[src/sv/nmea_pkg.sv]
// ============================================================================
// NMEA position parser package
// Shared types, character codes, sentence kind codes and constant tables.
// ============================================================================
package nmea_pkg;

    localparam int WHOLE_W = 17;
    localparam int FRAC_W  = 20;
    localparam int CNT_W   = 3;
    localparam int FIELD_W = 5;
    localparam int MAG_W   = 31;
    localparam int DEG_W   = 11;

    localparam logic [WHOLE_W-1:0] WHOLE_MAX  = 17'd131071;
    localparam logic [MAG_W-1:0]   COORD_MAX  = 31'd1800000000;
    localparam longint             E7         = 64'd10000000;
    localparam longint             DIV100_MUL = 64'd167773;
    localparam int                 DIV100_SHIFT = 24;

    localparam logic [7:0] CH_CR     = 8'h0D;
    localparam logic [7:0] CH_LF     = 8'h0A;
    localparam logic [7:0] CH_DOLLAR = 8'h24;
    localparam logic [7:0] CH_STAR   = 8'h2A;
    localparam logic [7:0] CH_COMMA  = 8'h2C;
    localparam logic [7:0] CH_POINT  = 8'h2E;
    localparam logic [7:0] CH_ZERO   = 8'h30;
    localparam logic [7:0] CH_NINE   = 8'h39;
    localparam logic [7:0] CH_S      = 8'h53;
    localparam logic [7:0] CH_W      = 8'h57;

    typedef logic [2:0] t_kind;

    localparam t_kind KIND_GGA  = 3'd0;
    localparam t_kind KIND_RMC  = 3'd1;
    localparam t_kind KIND_GSA  = 3'd2;
    localparam t_kind KIND_GSV  = 3'd3;
    localparam t_kind KIND_VTG  = 3'd4;
    localparam t_kind KIND_GLL  = 3'd5;
    localparam t_kind KIND_NONE = 3'd7;

    typedef struct packed {
        logic               has;
        logic [FIELD_W-1:0] base;
    } t_pos;

    typedef struct packed {
        logic  conv;
        logic  conv_lon;
        logic  coord_ok;
        logic  emit;
        t_kind kind;
        logic  lat_neg;
        logic  lon_neg;
    } t_ctrl;

    typedef struct packed {
        t_ctrl              ctrl;
        logic [WHOLE_W-1:0] whole;
        logic [FRAC_W-1:0]  frac;
    } t_token;

    typedef struct packed {
        t_kind            kind;
        logic [MAG_W-1:0] lat_mag;
        logic             lat_ok;
        logic             lat_neg;
        logic [MAG_W-1:0] lon_mag;
        logic             lon_ok;
        logic             lon_neg;
    } t_result;

    typedef struct packed {
        t_kind              kind;
        logic signed [31:0] lat;
        logic               lat_ok;
        logic signed [31:0] lon;
        logic               lon_ok;
    } t_beat;

    function automatic t_kind kind_of(input logic [23:0] tag, input logic [1:0] len);
        t_kind k;
        k = KIND_NONE;
        if (len == 2'd3) begin
            if (tag == {8'h47, 8'h47, 8'h41}) k = KIND_GGA;
            else if (tag == {8'h52, 8'h4D, 8'h43}) k = KIND_RMC;
            else if (tag == {8'h47, 8'h53, 8'h41}) k = KIND_GSA;
            else if (tag == {8'h47, 8'h53, 8'h56}) k = KIND_GSV;
            else if (tag == {8'h56, 8'h54, 8'h47}) k = KIND_VTG;
            else if (tag == {8'h47, 8'h4C, 8'h4C}) k = KIND_GLL;
        end
        return k;
    endfunction

    function automatic t_pos pos_of(input t_kind k);
        t_pos p;
        p = '0;
        unique case (k)
            KIND_GGA: p = '{has: 1'b1, base: 5'd2};
            KIND_RMC: p = '{has: 1'b1, base: 5'd3};
            KIND_GLL: p = '{has: 1'b1, base: 5'd1};
            default:  p = '0;
        endcase
        return p;
    endfunction

    function automatic logic [FRAC_W-1:0] pow10_frac(input logic [CNT_W-1:0] e);
        logic [FRAC_W-1:0] v;
        unique case (e)
            3'd0:    v = 20'd1;
            3'd1:    v = 20'd10;
            3'd2:    v = 20'd100;
            3'd3:    v = 20'd1000;
            3'd4:    v = 20'd10000;
            3'd5:    v = 20'd100000;
            3'd6:    v = 20'd1000000;
            default: v = 20'd0;
        endcase
        return v;
    endfunction

    // Minutes scale 1e7 / (60 * 10^n) reduced to a numerator and a denominator.
    function automatic longint coef_a(input int n);
        longint a;
        unique case (n)
            1:       a = 64'd50000;
            2:       a = 64'd5000;
            3:       a = 64'd500;
            4:       a = 64'd50;
            5:       a = 64'd5;
            default: a = 64'd1;
        endcase
        return a;
    endfunction

    function automatic longint coef_b(input int n);
        longint b;
        unique case (n)
            6:       b = 64'd6;
            default: b = 64'd3;
        endcase
        return b;
    endfunction

endpackage

[src/sv/nmea_byte_parser.sv]
// ============================================================================
// NMEA byte parser
// Tracks line, field and tag state per received byte and issues a token for
// each coordinate field end and each end of a sentence of a known kind.
// ============================================================================
module nmea_byte_parser
    import nmea_pkg::*;
#(
    parameter int MINUTE_FRACTION_DIGITS = 5
) (
    input  logic       i_clk,
    input  logic       i_rst_n,
    input  logic       i_advance,
    input  logic       i_valid,
    input  logic [7:0] i_byte,
    output logic       o_tok_valid,
    output t_token     o_tok
);

    localparam logic [CNT_W-1:0] FRAC_N   = CNT_W'(MINUTE_FRACTION_DIGITS);
    localparam logic [CNT_W-1:0] FRAC_TOP = CNT_W'(MINUTE_FRACTION_DIGITS - 1);

    logic               r_in_sentence, n_in_sentence;
    logic               r_line_started, n_line_started;
    logic [FIELD_W-1:0] r_field_num, n_field_num;
    logic [23:0]        r_tag, n_tag;
    logic [1:0]         r_tag_len, n_tag_len;
    logic               r_star, n_star;
    logic [WHOLE_W-1:0] r_whole, n_whole;
    logic [1:0]         r_dbp, n_dbp;
    logic               r_point, n_point;
    logic [FRAC_W-1:0]  r_frac, n_frac;
    logic [CNT_W-1:0]   r_frac_cnt, n_frac_cnt;
    logic               r_malformed, n_malformed;
    logic [1:0]         r_hemi_cnt, n_hemi_cnt;
    logic               r_hemi_neg, n_hemi_neg;
    logic               r_lat_neg, n_lat_neg;
    logic               r_lon_neg, n_lon_neg;
    logic               r_tok_valid, n_tok_valid;
    t_token             r_tok, n_tok;

    logic               acc;
    logic               fin;
    logic               clr_field;
    logic               clr_line;
    logic               is_digit;
    logic [3:0]         digit;
    logic [20:0]        whole_ext;
    t_kind              kind;
    t_pos               pos;
    logic               hemi_now;

    assign acc = i_valid && i_advance;

    always_comb begin
        n_in_sentence  = r_in_sentence;
        n_line_started = r_line_started;
        n_field_num    = r_field_num;
        n_tag          = r_tag;
        n_tag_len      = r_tag_len;
        n_star         = r_star;
        n_whole        = r_whole;
        n_dbp          = r_dbp;
        n_point        = r_point;
        n_frac         = r_frac;
        n_frac_cnt     = r_frac_cnt;
        n_malformed    = r_malformed;
        n_hemi_cnt     = r_hemi_cnt;
        n_hemi_neg     = r_hemi_neg;
        n_lat_neg      = r_lat_neg;
        n_lon_neg      = r_lon_neg;
        n_tok          = '0;
        n_tok_valid    = 1'b0;
        fin            = 1'b0;
        clr_field      = 1'b0;
        clr_line       = 1'b0;

        kind      = kind_of(r_tag, r_tag_len);
        pos       = pos_of(kind);
        is_digit  = (i_byte >= CH_ZERO) && (i_byte <= CH_NINE);
        digit     = 4'(i_byte - CH_ZERO);
        whole_ext = 21'(r_whole) * 21'd10 + 21'(digit);
        hemi_now  = (r_hemi_cnt == 2'd1) && r_hemi_neg;

        if (acc) begin
            priority if (i_byte == CH_CR) begin
            end else if (i_byte == CH_LF) begin
                fin            = r_in_sentence;
                n_tok.ctrl.emit = r_in_sentence && (kind != KIND_NONE);
                n_in_sentence  = 1'b0;
                n_line_started = 1'b0;
                clr_line       = 1'b1;
            end else if (!r_line_started) begin
                n_line_started = 1'b1;
                clr_line       = 1'b1;
                n_in_sentence  = (i_byte == CH_DOLLAR);
            end else if (!r_in_sentence) begin
            end else if (i_byte == CH_COMMA) begin
                fin       = 1'b1;
                clr_field = 1'b1;
                if (r_field_num != '1) begin
                    n_field_num = r_field_num + 1'b1;
                end
            end else if (r_field_num == '0) begin
                if (!r_star) begin
                    if (i_byte == CH_STAR) begin
                        n_star = 1'b1;
                    end else begin
                        n_tag = {r_tag[15:0], i_byte};
                        if (r_tag_len != 2'd3) begin
                            n_tag_len = r_tag_len + 1'b1;
                        end
                    end
                end
            end else begin
                if (r_hemi_cnt == 2'd0) begin
                    n_hemi_neg = (i_byte == CH_S) || (i_byte == CH_W);
                end
                if (r_hemi_cnt != 2'd2) begin
                    n_hemi_cnt = r_hemi_cnt + 1'b1;
                end
                priority if (is_digit) begin
                    if (!r_point) begin
                        n_whole = (whole_ext > 21'(WHOLE_MAX)) ? WHOLE_MAX : whole_ext[16:0];
                        if (r_dbp != 2'd2) begin
                            n_dbp = r_dbp + 1'b1;
                        end
                    end else if (r_frac_cnt < FRAC_N) begin
                        n_frac = r_frac +
                                 FRAC_W'(FRAC_W'(digit) * pow10_frac(FRAC_TOP - r_frac_cnt));
                        n_frac_cnt = r_frac_cnt + 1'b1;
                    end
                end else if (i_byte == CH_POINT) begin
                    if (r_point || (r_dbp != 2'd2)) begin
                        n_malformed = 1'b1;
                    end
                    n_point = 1'b1;
                end else begin
                    n_malformed = 1'b1;
                end
            end
        end

        if (fin && pos.has) begin
            if (r_field_num == pos.base) begin
                n_tok.ctrl.conv = 1'b1;
            end else if (r_field_num == pos.base + 5'd1) begin
                n_lat_neg = hemi_now;
            end else if (r_field_num == pos.base + 5'd2) begin
                n_tok.ctrl.conv     = 1'b1;
                n_tok.ctrl.conv_lon = 1'b1;
            end else if (r_field_num == pos.base + 5'd3) begin
                n_lon_neg = hemi_now;
            end
        end

        n_tok.ctrl.coord_ok = r_point && !r_malformed;
        n_tok.ctrl.kind     = kind;
        n_tok.ctrl.lat_neg  = n_lat_neg;
        n_tok.ctrl.lon_neg  = n_lon_neg;
        n_tok.whole         = r_whole;
        n_tok.frac          = r_frac;
        n_tok_valid         = n_tok.ctrl.conv || n_tok.ctrl.emit;

        if (clr_field || clr_line) begin
            n_whole     = '0;
            n_dbp       = '0;
            n_point     = 1'b0;
            n_frac      = '0;
            n_frac_cnt  = '0;
            n_malformed = 1'b0;
            n_hemi_cnt  = '0;
            n_hemi_neg  = 1'b0;
        end
        if (clr_line) begin
            n_field_num = '0;
            n_tag       = '0;
            n_tag_len   = '0;
            n_star      = 1'b0;
            n_lat_neg   = 1'b0;
            n_lon_neg   = 1'b0;
        end
    end

    always_ff @(posedge i_clk) begin
        if (!i_rst_n) begin
            r_in_sentence  <= 1'b0;
            r_line_started <= 1'b0;
            r_field_num    <= '0;
            r_tag          <= '0;
            r_tag_len      <= '0;
            r_star         <= 1'b0;
            r_whole        <= '0;
            r_dbp          <= '0;
            r_point        <= 1'b0;
            r_frac         <= '0;
            r_frac_cnt     <= '0;
            r_malformed    <= 1'b0;
            r_hemi_cnt     <= '0;
            r_hemi_neg     <= 1'b0;
            r_lat_neg      <= 1'b0;
            r_lon_neg      <= 1'b0;
            r_tok_valid    <= 1'b0;
        end else if (i_advance) begin
            r_in_sentence  <= n_in_sentence;
            r_line_started <= n_line_started;
            r_field_num    <= n_field_num;
            r_tag          <= n_tag;
            r_tag_len      <= n_tag_len;
            r_star         <= n_star;
            r_whole        <= n_whole;
            r_dbp          <= n_dbp;
            r_point        <= n_point;
            r_frac         <= n_frac;
            r_frac_cnt     <= n_frac_cnt;
            r_malformed    <= n_malformed;
            r_hemi_cnt     <= n_hemi_cnt;
            r_hemi_neg     <= n_hemi_neg;
            r_lat_neg      <= n_lat_neg;
            r_lon_neg      <= n_lon_neg;
            r_tok_valid    <= n_tok_valid;
        end
    end

    always_ff @(posedge i_clk) begin
        if (i_advance) begin
            r_tok <= n_tok;
        end
    end

    assign o_tok_valid = r_tok_valid;
    assign o_tok       = r_tok;

    a_sentence_needs_line: assert property (@(posedge i_clk) disable iff (!i_rst_n)
        r_in_sentence |-> r_line_started)
        else $error("sentence flag set outside a started line");

    a_emit_known_kind: assert property (@(posedge i_clk) disable iff (!i_rst_n)
        (r_tok_valid && r_tok.ctrl.emit) |-> (r_tok.ctrl.kind != KIND_NONE))
        else $error("sentence end token without a known kind");

endmodule

[src/sv/nmea_coord_convert.sv]
// ============================================================================
// NMEA coordinate converter
// Pipelined ddmm.mmmm to 1e-7 degree conversion, coordinate stores and the
// per-sentence result register.
// ============================================================================
module nmea_coord_convert
    import nmea_pkg::*;
#(
    parameter int MINUTE_FRACTION_DIGITS = 5
) (
    input  logic    i_clk,
    input  logic    i_rst_n,
    input  logic    i_advance,
    input  logic    i_tok_valid,
    input  t_token  i_tok,
    output logic    o_res_valid,
    output t_result o_res
);

    localparam longint P10    = 64'(10 ** MINUTE_FRACTION_DIGITS);
    localparam longint COEF_A = coef_a(MINUTE_FRACTION_DIGITS);
    localparam longint COEF_B = coef_b(MINUTE_FRACTION_DIGITS);
    localparam longint DEN    = 2 * COEF_B;
    localparam longint M_MAX  = 100 * P10 - 1;
    localparam int     MW     = $clog2(M_MAX + 1);
    localparam longint X_MAX  = 2 * M_MAX * COEF_A + COEF_B;
    localparam int     XW     = $clog2(X_MAX + 1);
    localparam int     K      = XW + 4;
    localparam longint RECIP  = ((64'd1 << K) + DEN - 1) / DEN;
    localparam int     RW     = $clog2(RECIP + 1);
    localparam int     PW     = XW + RW;
    localparam int     DW     = 35;
    localparam int     P1W    = WHOLE_W + 18;

    logic               r1_valid;
    t_token             r1_tok;
    logic [P1W-1:0]     r1_prod;

    logic               r2_valid;
    t_ctrl              r2_ctrl;
    logic [DEG_W-1:0]   r2_deg;
    logic [MW-1:0]      r2_m;

    logic               r3_valid;
    t_ctrl              r3_ctrl;
    logic [DW-1:0]      r3_deg_e7;
    logic [XW-1:0]      r3_x;

    logic               r4_valid;
    t_ctrl              r4_ctrl;
    logic [DW-1:0]      r4_deg_e7;
    logic [PW-1:0]      r4_prod;

    logic [MAG_W-1:0]   r_lat_store, n_lat_store;
    logic               r_lat_ok, n_lat_ok;
    logic [MAG_W-1:0]   r_lon_store, n_lon_store;
    logic               r_lon_ok, n_lon_ok;
    logic               r_res_valid, n_res_valid;
    t_result            r_res, n_res;

    logic [DEG_W-1:0]   quot;
    logic [WHOLE_W-1:0] rem_full;
    logic [6:0]         rem;
    logic [PW-K-1:0]    mins;
    logic [DW-1:0]      total;
    logic [MAG_W-1:0]   value;
    logic [MAG_W-1:0]   lat_now;
    logic [MAG_W-1:0]   lon_now;
    logic               lat_ok_now;
    logic               lon_ok_now;

    assign quot     = r1_prod[DIV100_SHIFT +: DEG_W];
    assign rem_full = r1_tok.whole - WHOLE_W'(WHOLE_W'(quot) * 17'd100);
    assign rem      = rem_full[6:0];

    always_ff @(posedge i_clk) begin
        if (!i_rst_n) begin
            r1_valid <= 1'b0;
            r2_valid <= 1'b0;
            r3_valid <= 1'b0;
            r4_valid <= 1'b0;
        end else if (i_advance) begin
            r1_valid <= i_tok_valid;
            r2_valid <= r1_valid;
            r3_valid <= r2_valid;
            r4_valid <= r3_valid;
        end
    end

    always_ff @(posedge i_clk) begin
        if (i_advance) begin
            r1_tok    <= i_tok;
            r1_prod   <= P1W'(i_tok.whole) * P1W'(DIV100_MUL);
            r2_ctrl   <= r1_tok.ctrl;
            r2_deg    <= quot;
            r2_m      <= MW'(rem) * MW'(P10) + MW'(r1_tok.frac);
            r3_ctrl   <= r2_ctrl;
            r3_deg_e7 <= DW'(r2_deg) * DW'(E7);
            r3_x      <= XW'(r2_m) * XW'(2 * COEF_A) + XW'(COEF_B);
            r4_ctrl   <= r3_ctrl;
            r4_deg_e7 <= r3_deg_e7;
            r4_prod   <= PW'(r3_x) * PW'(RECIP);
        end
    end

    assign mins  = r4_prod[PW-1:K];
    assign total = r4_deg_e7 + DW'(mins);

    always_comb begin
        value = '0;
        if (r4_ctrl.coord_ok) begin
            value = (total > DW'(COORD_MAX)) ? COORD_MAX : total[MAG_W-1:0];
        end
        lat_now    = r_lat_store;
        lat_ok_now = r_lat_ok;
        lon_now    = r_lon_store;
        lon_ok_now = r_lon_ok;
        if (r4_ctrl.conv && !r4_ctrl.conv_lon) begin
            lat_now    = value;
            lat_ok_now = r4_ctrl.coord_ok;
        end
        if (r4_ctrl.conv && r4_ctrl.conv_lon) begin
            lon_now    = value;
            lon_ok_now = r4_ctrl.coord_ok;
        end

        n_res = '{kind: r4_ctrl.kind, lat_mag: lat_now, lat_ok: lat_ok_now,
                  lat_neg: r4_ctrl.lat_neg, lon_mag: lon_now, lon_ok: lon_ok_now,
                  lon_neg: r4_ctrl.lon_neg};
        n_res_valid = r4_valid && r4_ctrl.emit;

        n_lat_store = r_lat_store;
        n_lat_ok    = r_lat_ok;
        n_lon_store = r_lon_store;
        n_lon_ok    = r_lon_ok;
        if (r4_valid) begin
            if (r4_ctrl.emit) begin
                n_lat_store = '0;
                n_lat_ok    = 1'b0;
                n_lon_store = '0;
                n_lon_ok    = 1'b0;
            end else begin
                n_lat_store = lat_now;
                n_lat_ok    = lat_ok_now;
                n_lon_store = lon_now;
                n_lon_ok    = lon_ok_now;
            end
        end
    end

    always_ff @(posedge i_clk) begin
        if (!i_rst_n) begin
            r_lat_store <= '0;
            r_lat_ok    <= 1'b0;
            r_lon_store <= '0;
            r_lon_ok    <= 1'b0;
            r_res_valid <= 1'b0;
        end else if (i_advance) begin
            r_lat_store <= n_lat_store;
            r_lat_ok    <= n_lat_ok;
            r_lon_store <= n_lon_store;
            r_lon_ok    <= n_lon_ok;
            r_res_valid <= n_res_valid;
        end
    end

    always_ff @(posedge i_clk) begin
        if (i_advance) begin
            r_res <= n_res;
        end
    end

    assign o_res_valid = r_res_valid;
    assign o_res       = r_res;

    a_store_in_range: assert property (@(posedge i_clk) disable iff (!i_rst_n)
        (r_lat_store <= COORD_MAX) && (r_lon_store <= COORD_MAX))
        else $error("coordinate store above saturation limit");

    a_invalid_is_zero: assert property (@(posedge i_clk) disable iff (!i_rst_n)
        (!r_lat_ok |-> (r_lat_store == '0)))
        else $error("latitude store nonzero without a valid decode");

endmodule

[src/sv/nmea_out_buffer.sv]
// ============================================================================
// NMEA output buffer
// Applies hemisphere signs and holds result beats in an output register with
// a skid register, which also stalls the pipeline when full.
// ============================================================================
module nmea_out_buffer
    import nmea_pkg::*;
(
    input  logic    i_clk,
    input  logic    i_rst_n,
    input  logic    i_res_valid,
    input  t_result i_res,
    input  logic    i_ready,
    output logic    o_advance,
    output logic    o_valid,
    output t_beat   o_beat
);

    logic               r_out_valid, n_out_valid;
    logic               r_skid_valid, n_skid_valid;
    t_beat              r_out, n_out;
    t_beat              r_skid, n_skid;
    t_beat              beat;
    logic               take;
    logic               push;
    logic signed [31:0] lat_abs;
    logic signed [31:0] lon_abs;

    assign o_advance = !r_skid_valid;
    assign take      = r_out_valid && i_ready;
    assign push      = i_res_valid && !r_skid_valid;
    assign lat_abs   = 32'({1'b0, i_res.lat_mag});
    assign lon_abs   = 32'({1'b0, i_res.lon_mag});

    always_comb begin
        beat.kind   = i_res.kind;
        beat.lat    = i_res.lat_neg ? -lat_abs : lat_abs;
        beat.lat_ok = i_res.lat_ok;
        beat.lon    = i_res.lon_neg ? -lon_abs : lon_abs;
        beat.lon_ok = i_res.lon_ok;

        n_out_valid  = r_out_valid;
        n_skid_valid = r_skid_valid;
        n_out        = r_out;
        n_skid       = r_skid;
        priority if (r_skid_valid) begin
            if (take) begin
                n_out        = r_skid;
                n_skid_valid = 1'b0;
            end
        end else if (push) begin
            if (!r_out_valid || take) begin
                n_out       = beat;
                n_out_valid = 1'b1;
            end else begin
                n_skid       = beat;
                n_skid_valid = 1'b1;
            end
        end else if (take) begin
            n_out_valid = 1'b0;
        end
    end

    always_ff @(posedge i_clk) begin
        if (!i_rst_n) begin
            r_out_valid  <= 1'b0;
            r_skid_valid <= 1'b0;
        end else begin
            r_out_valid  <= n_out_valid;
            r_skid_valid <= n_skid_valid;
        end
    end

    always_ff @(posedge i_clk) begin
        r_out  <= n_out;
        r_skid <= n_skid;
    end

    assign o_valid = r_out_valid;
    assign o_beat  = r_out;

    a_skid_behind_out: assert property (@(posedge i_clk) disable iff (!i_rst_n)
        r_skid_valid |-> r_out_valid)
        else $error("skid register holds a beat while the output register is empty");

    a_skid_fill_cause: assert property (@(posedge i_clk) disable iff (!i_rst_n)
        $rose(r_skid_valid) |-> $past(r_out_valid && !i_ready && i_res_valid))
        else $error("skid register filled without a stalled output");

endmodule

[src/sv/nmea_position_sentence_parser.sv]
// ============================================================================
// NMEA position sentence parser
// Throughput: one byte beat per cycle by the single-pass parser unless stalled.
// A result beat is formed at the line feed beat that ends its sentence and passes
// through the parser token register, the four conversion stages, the result
// register and the output register.
// A full skid register stalls the whole pipeline until the output drains.
// Reset is synchronous and active low; it clears all line and field state.
// ============================================================================
module nmea_position_sentence_parser
    import nmea_pkg::*;
#(
    parameter int MINUTE_FRACTION_DIGITS = 5
) (
    input  logic        i_clk,
    input  logic        i_rst_n,
    input  logic        s_axis_tvalid,
    output logic        s_axis_tready,
    input  logic [7:0]  s_axis_tdata,   // [7:0] rx_byte
    output logic        m_axis_tvalid,
    input  logic        m_axis_tready,
    output logic [71:0] m_axis_tdata,   // [31:0] latitude, [32] latitude_valid,
                                        // [64:33] longitude, [65] longitude_valid
    output logic [2:0]  m_axis_tuser    // [2:0] sentence_kind
);

    logic    advance;
    logic    tok_valid;
    t_token  tok;
    logic    res_valid;
    t_result res;
    t_beat   beat;

    nmea_byte_parser #(
        .MINUTE_FRACTION_DIGITS(MINUTE_FRACTION_DIGITS)
    ) u_parser (
        .i_clk       (i_clk),
        .i_rst_n     (i_rst_n),
        .i_advance   (advance),
        .i_valid     (s_axis_tvalid),
        .i_byte      (s_axis_tdata),
        .o_tok_valid (tok_valid),
        .o_tok       (tok)
    );

    nmea_coord_convert #(
        .MINUTE_FRACTION_DIGITS(MINUTE_FRACTION_DIGITS)
    ) u_convert (
        .i_clk       (i_clk),
        .i_rst_n     (i_rst_n),
        .i_advance   (advance),
        .i_tok_valid (tok_valid),
        .i_tok       (tok),
        .o_res_valid (res_valid),
        .o_res       (res)
    );

    nmea_out_buffer u_out (
        .i_clk       (i_clk),
        .i_rst_n     (i_rst_n),
        .i_res_valid (res_valid),
        .i_res       (res),
        .i_ready     (m_axis_tready),
        .o_advance   (advance),
        .o_valid     (m_axis_tvalid),
        .o_beat      (beat)
    );

    assign s_axis_tready = advance;
    assign m_axis_tdata  = {6'b0, beat.lon_ok, beat.lon, beat.lat_ok, beat.lat};
    assign m_axis_tuser  = beat.kind;

endmodule
[config.mk]
export PLATFORM = sky130hd
export DESIGN_NAME = nmea_position_sentence_parser
export DESIGN_NICKNAME = d
export VERILOG_FILES = /design/src/sv/nmea_pkg.sv /design/src/sv/nmea_byte_parser.sv /design/src/sv/nmea_coord_convert.sv /design/src/sv/nmea_out_buffer.sv /design/src/sv/nmea_position_sentence_parser.sv
export SDC_FILE = /design/constraint.sdc
export NUM_CORES = 2
export LEC_CHECK = 0
export BUFFER_PORTS_ARGS = -buffer_cell sky130_fd_sc_hd__clkbuf_2
export CAP_MARGIN = 10
export CORE_MARGIN = 4
export CORE_UTILIZATION = 42
export DETAILED_ROUTE_END_ITERATION = 6
export PLACE_DENSITY = 0.65
export SKIP_CTS_REPAIR_TIMING = 1
export SYNTH_ARGS = -nofsm -noshare
export SYNTH_HDL_FRONTEND = slang
export SYNTH_HIERARCHICAL = 1
export SYNTH_SLANG_ARGS = --single-unit
[constraint.sdc]
create_clock -name i_clk -period 12.2 [get_ports i_clk]
set_input_delay 0.61 -clock i_clk [delete_from_list [all_inputs] [get_ports i_clk]]
set_output_delay 0.61 -clock i_clk [all_outputs]
set_load 0.02 [all_outputs]
==> metrics.cfg <==
[timing]
fin_crit_ps=7680
fin_setup_tns_ps=0
max_freq_ghz=0.130
rsz0062_at_grt=no
drv_slew=0
tightest_slew_ps=1200
slew_headroom_pct=20.2
fin_crit_sh_pct=62.9
hold_viol=0
skew_ps=24.2
setup_violations=0

[power]
p_per_area_mw_per_mm2=85.9
ir_drop_v=0.0000964
p_leak_nw=27.0

[synth]
synth_edf_count=469
synthMuxAreaShare_pct=1.11
syn_area_mm2=0.0506
yosys.area_share.simple_pct=10.4
synthFlopType=edfxtp_1
synth_compound_area_share_pct=11.5
synth_cell_types=122
synth-seq-cells=624
synth_top_family_by_area=adder cells
seq_area_frac_synth_pct=34.0
synth-async-reset-ratio_pct=0
synth_xor_area_share_pct=4.48
avgSynthCellArea_um2=10.8
synth_fa_ha_area_share_pct=31.7
ys_warn_count=6
synthCells=4676

[setup_path]
crit_chain=ha_1 -> inv_1 -> fa_1 -> inv_1 -> fa_1 -> inv_1 -> fa_1 -> xnor2_1 -> xnor2_1 -> fa_1 -> inv_1 -> fa_1 -> inv_1 -> ha_1 -> a21oi_1 -> o21bai_1 -> a2111oi_0 -> nand2_1 -> o21ai_0 -> a311oi_1 -> o21ai_0 -> nand2b_1 -> a21oi_1 -> xnor2_1
crit_type=reg2reg
crit_required_ps=12570
critPathMaxStageDelay_ps=790
crit_path_end_kind=register
crit_slowest_cell=a2111oi_0
worstPathArrival_ps=8040
critPathTopFamily=adder cells
path_buf_inv=5
path_max_fanout=4
worst_setup_path_start_kind=register
rrSetupSlack_ps=4520

[clock_network]
cts_root_buffer=clkbuf_16
cts_tree=done
cts.sinks=624
clk_pin_slew_ps=60
clock_latency_ps=620
cts-buffers-inserted=70
cts_buffer_depth=3
cts-htree-levels=3

[floorplan]
die_h_um=355
row_count=127
die-area_mm2=0.126
io_pins=89
start_util_pct=42.2
die_w_um=355
core_region_area_mm2=0.120

[global_route]
grt_usage_pct=16.6
grt_max_degree=155
grt_pass1_vias=33752
grt_pass1_wl_mm=174
antenna_found_initial=2
overflow=0

[final_layout]
nets=5773
area_growth_pct=8.67
stdcell_area_mm2=0.0550
drive_above_1_share_pct=7.31
antenna_cells=0

[detailed_routing]
drt_iter0_drc=1773
routed-via-count=33423
ant_nets=0
firstDrtPassIters=5
viasPerCell=5.24
wl_per_cell_um=16.3
drc_errors=0
routed_wl_mm=104

[worst_hold_path]
hp-class=in2reg

[run_status]
outcome=finished clean

[run]
max_cap_viol_count=0

[place]
hpwl_mm=81.2
place.gp.congestion=0.882
port_buffers=82
placed_cell_area_mm2=0.0526

worst paths after layout:
check | endpoint | from | depth (start not counted)
worst max register to register | u_convert/r4_prod[55] | u_convert/r3_x[12] | 24
worst min register to register | u_convert/r3_ctrl[4] | u_convert/r2_ctrl[4] | 0
worst min-delay path | u_parser/r_tag[6] | s_axis_tdata[6] | 2
worst max-delay path | u_convert/r4_prod[55] | u_convert/r3_x[12] | 24
power by group:
part | switching (W) | internal, W
sequential | 0.0000135 | 0.00227
combinational | 0.000165 | 0.000104
clock | 0.000880 | 0.00130
flip-flops by register name, summed over array words and instances, names as in the netlist, 20 cells and up:
register and flops:
u_convert/r3_x 26, u_convert/o_res 69, u_convert/r1_tok 36, u_convert/r4_prod 25, u_convert/r2_m 24, u_convert/r4_deg_e7 28
u_convert/r_lat_store 31, u_parser/o_tok 46, u_convert/r3_deg_e7 28, u_out/r_skid 69, u_out/o_beat 69, u_parser/r_tag 24
u_parser/r_frac 20, u_convert/r_lon_store 31
logic make-up after synthesis:
group	Yosys count
other	1
buffers and inverters	886
and+or+nand+nor	976
AOI/OAI and AO/OA	834
adders and majority gates	1046
xor gates and xnor gates	258
muxes	51
DFF	624
cells in the mapped netlist, types with 32 or more instances:
cell type  instances  area, µm²
nand3_1           93        465
o31ai_1           35        263
a21oi_1          203       1020
nor3_1            76        380
and2_1            33        206
inv_1            746       2800
xor2_1            73        639
o21a_1            32        240
nand4_1           44        275
edfxtp_1         469      14100
dfxtp_1          155       3100
and3_1            64        400
xnor2_1          184       1610
nor2_1           188        706
mux2_2            36        405
clkbuf_1         102        383
nand2_1          209        785
nor2b_1           45        282
a21o_1            66        495
fa_1             392       7850
o21ai_0          153        766
ha_1             654       8180
a22o_1           102        893
cell type report:
class | instances | area (µm²)
fill | 11203 | 64800
multi-input combinational | 3171 | 30000
sequential | 624 | 17200
inverter | 747 | 2810
tap | 1612 | 2020
clock buffer | 95 | 2010
timing repair buffer | 101 | 566
clock inverter | 34 | 399
metrics by stage:
step	worst slack, ps	total power, W	cells	util, %	hold slack (ps)
global route	3920	0.00492	6384	45.9	256
finish	4520	0.00473	6384	45.9	275
detailed placement	4580	0.00259	6255	43.9	405
global placement	4630	0.00259	6255	43.9	401
floorplan	4540	0.00252	4681	-	400
CTS	4570	0.00479	6384	45.9	225
layout by cell type, fill, tap and decap left out, types with 74 or more instances in the layout:
cell type,n
a22o_1,102
fa_1,392
a21oi_1,201
clkbuf_2,82
inv_1,746
nand3_1,93
clkbuf_16,74
dfxtp_1,154
edfxtp_1,469
nor3_1,76
o21ai_0,153
ha_1,654
nor2_1,188
xnor2_1,184
nand2_1,209
per-layer routing:
layer  GRT usage (%)  vias up  wire length, µm  part of all wire (%)
met2            27.9      623            49200                    47
met4            4.48        0             2600                   2.5
met5               0        -                0                     0
met1            22.5    16200            47700                    46
li1                -    16453                -                     -
met3            2.33      147             4250                   4.1
worst register-to-register path, cell delays in order (launching register included):
cell and delay [ps]:
edfxtp_1 490, ha_1 350, inv_1 80, fa_1 550, inv_1 120, fa_1 570
inv_1 130, fa_1 520, xnor2_1 450, xnor2_1 160, fa_1 550, inv_1 50
fa_1 530, inv_1 40, ha_1 330, a21oi_1 230, o21bai_1 100, a2111oi_0 790
nand2_1 150, o21ai_0 410, a311oi_1 230, o21ai_0 210, nand2b_1 110, a21oi_1 180
xnor2_1 90
No activity file was read; power rests on OpenSTA's default activity.
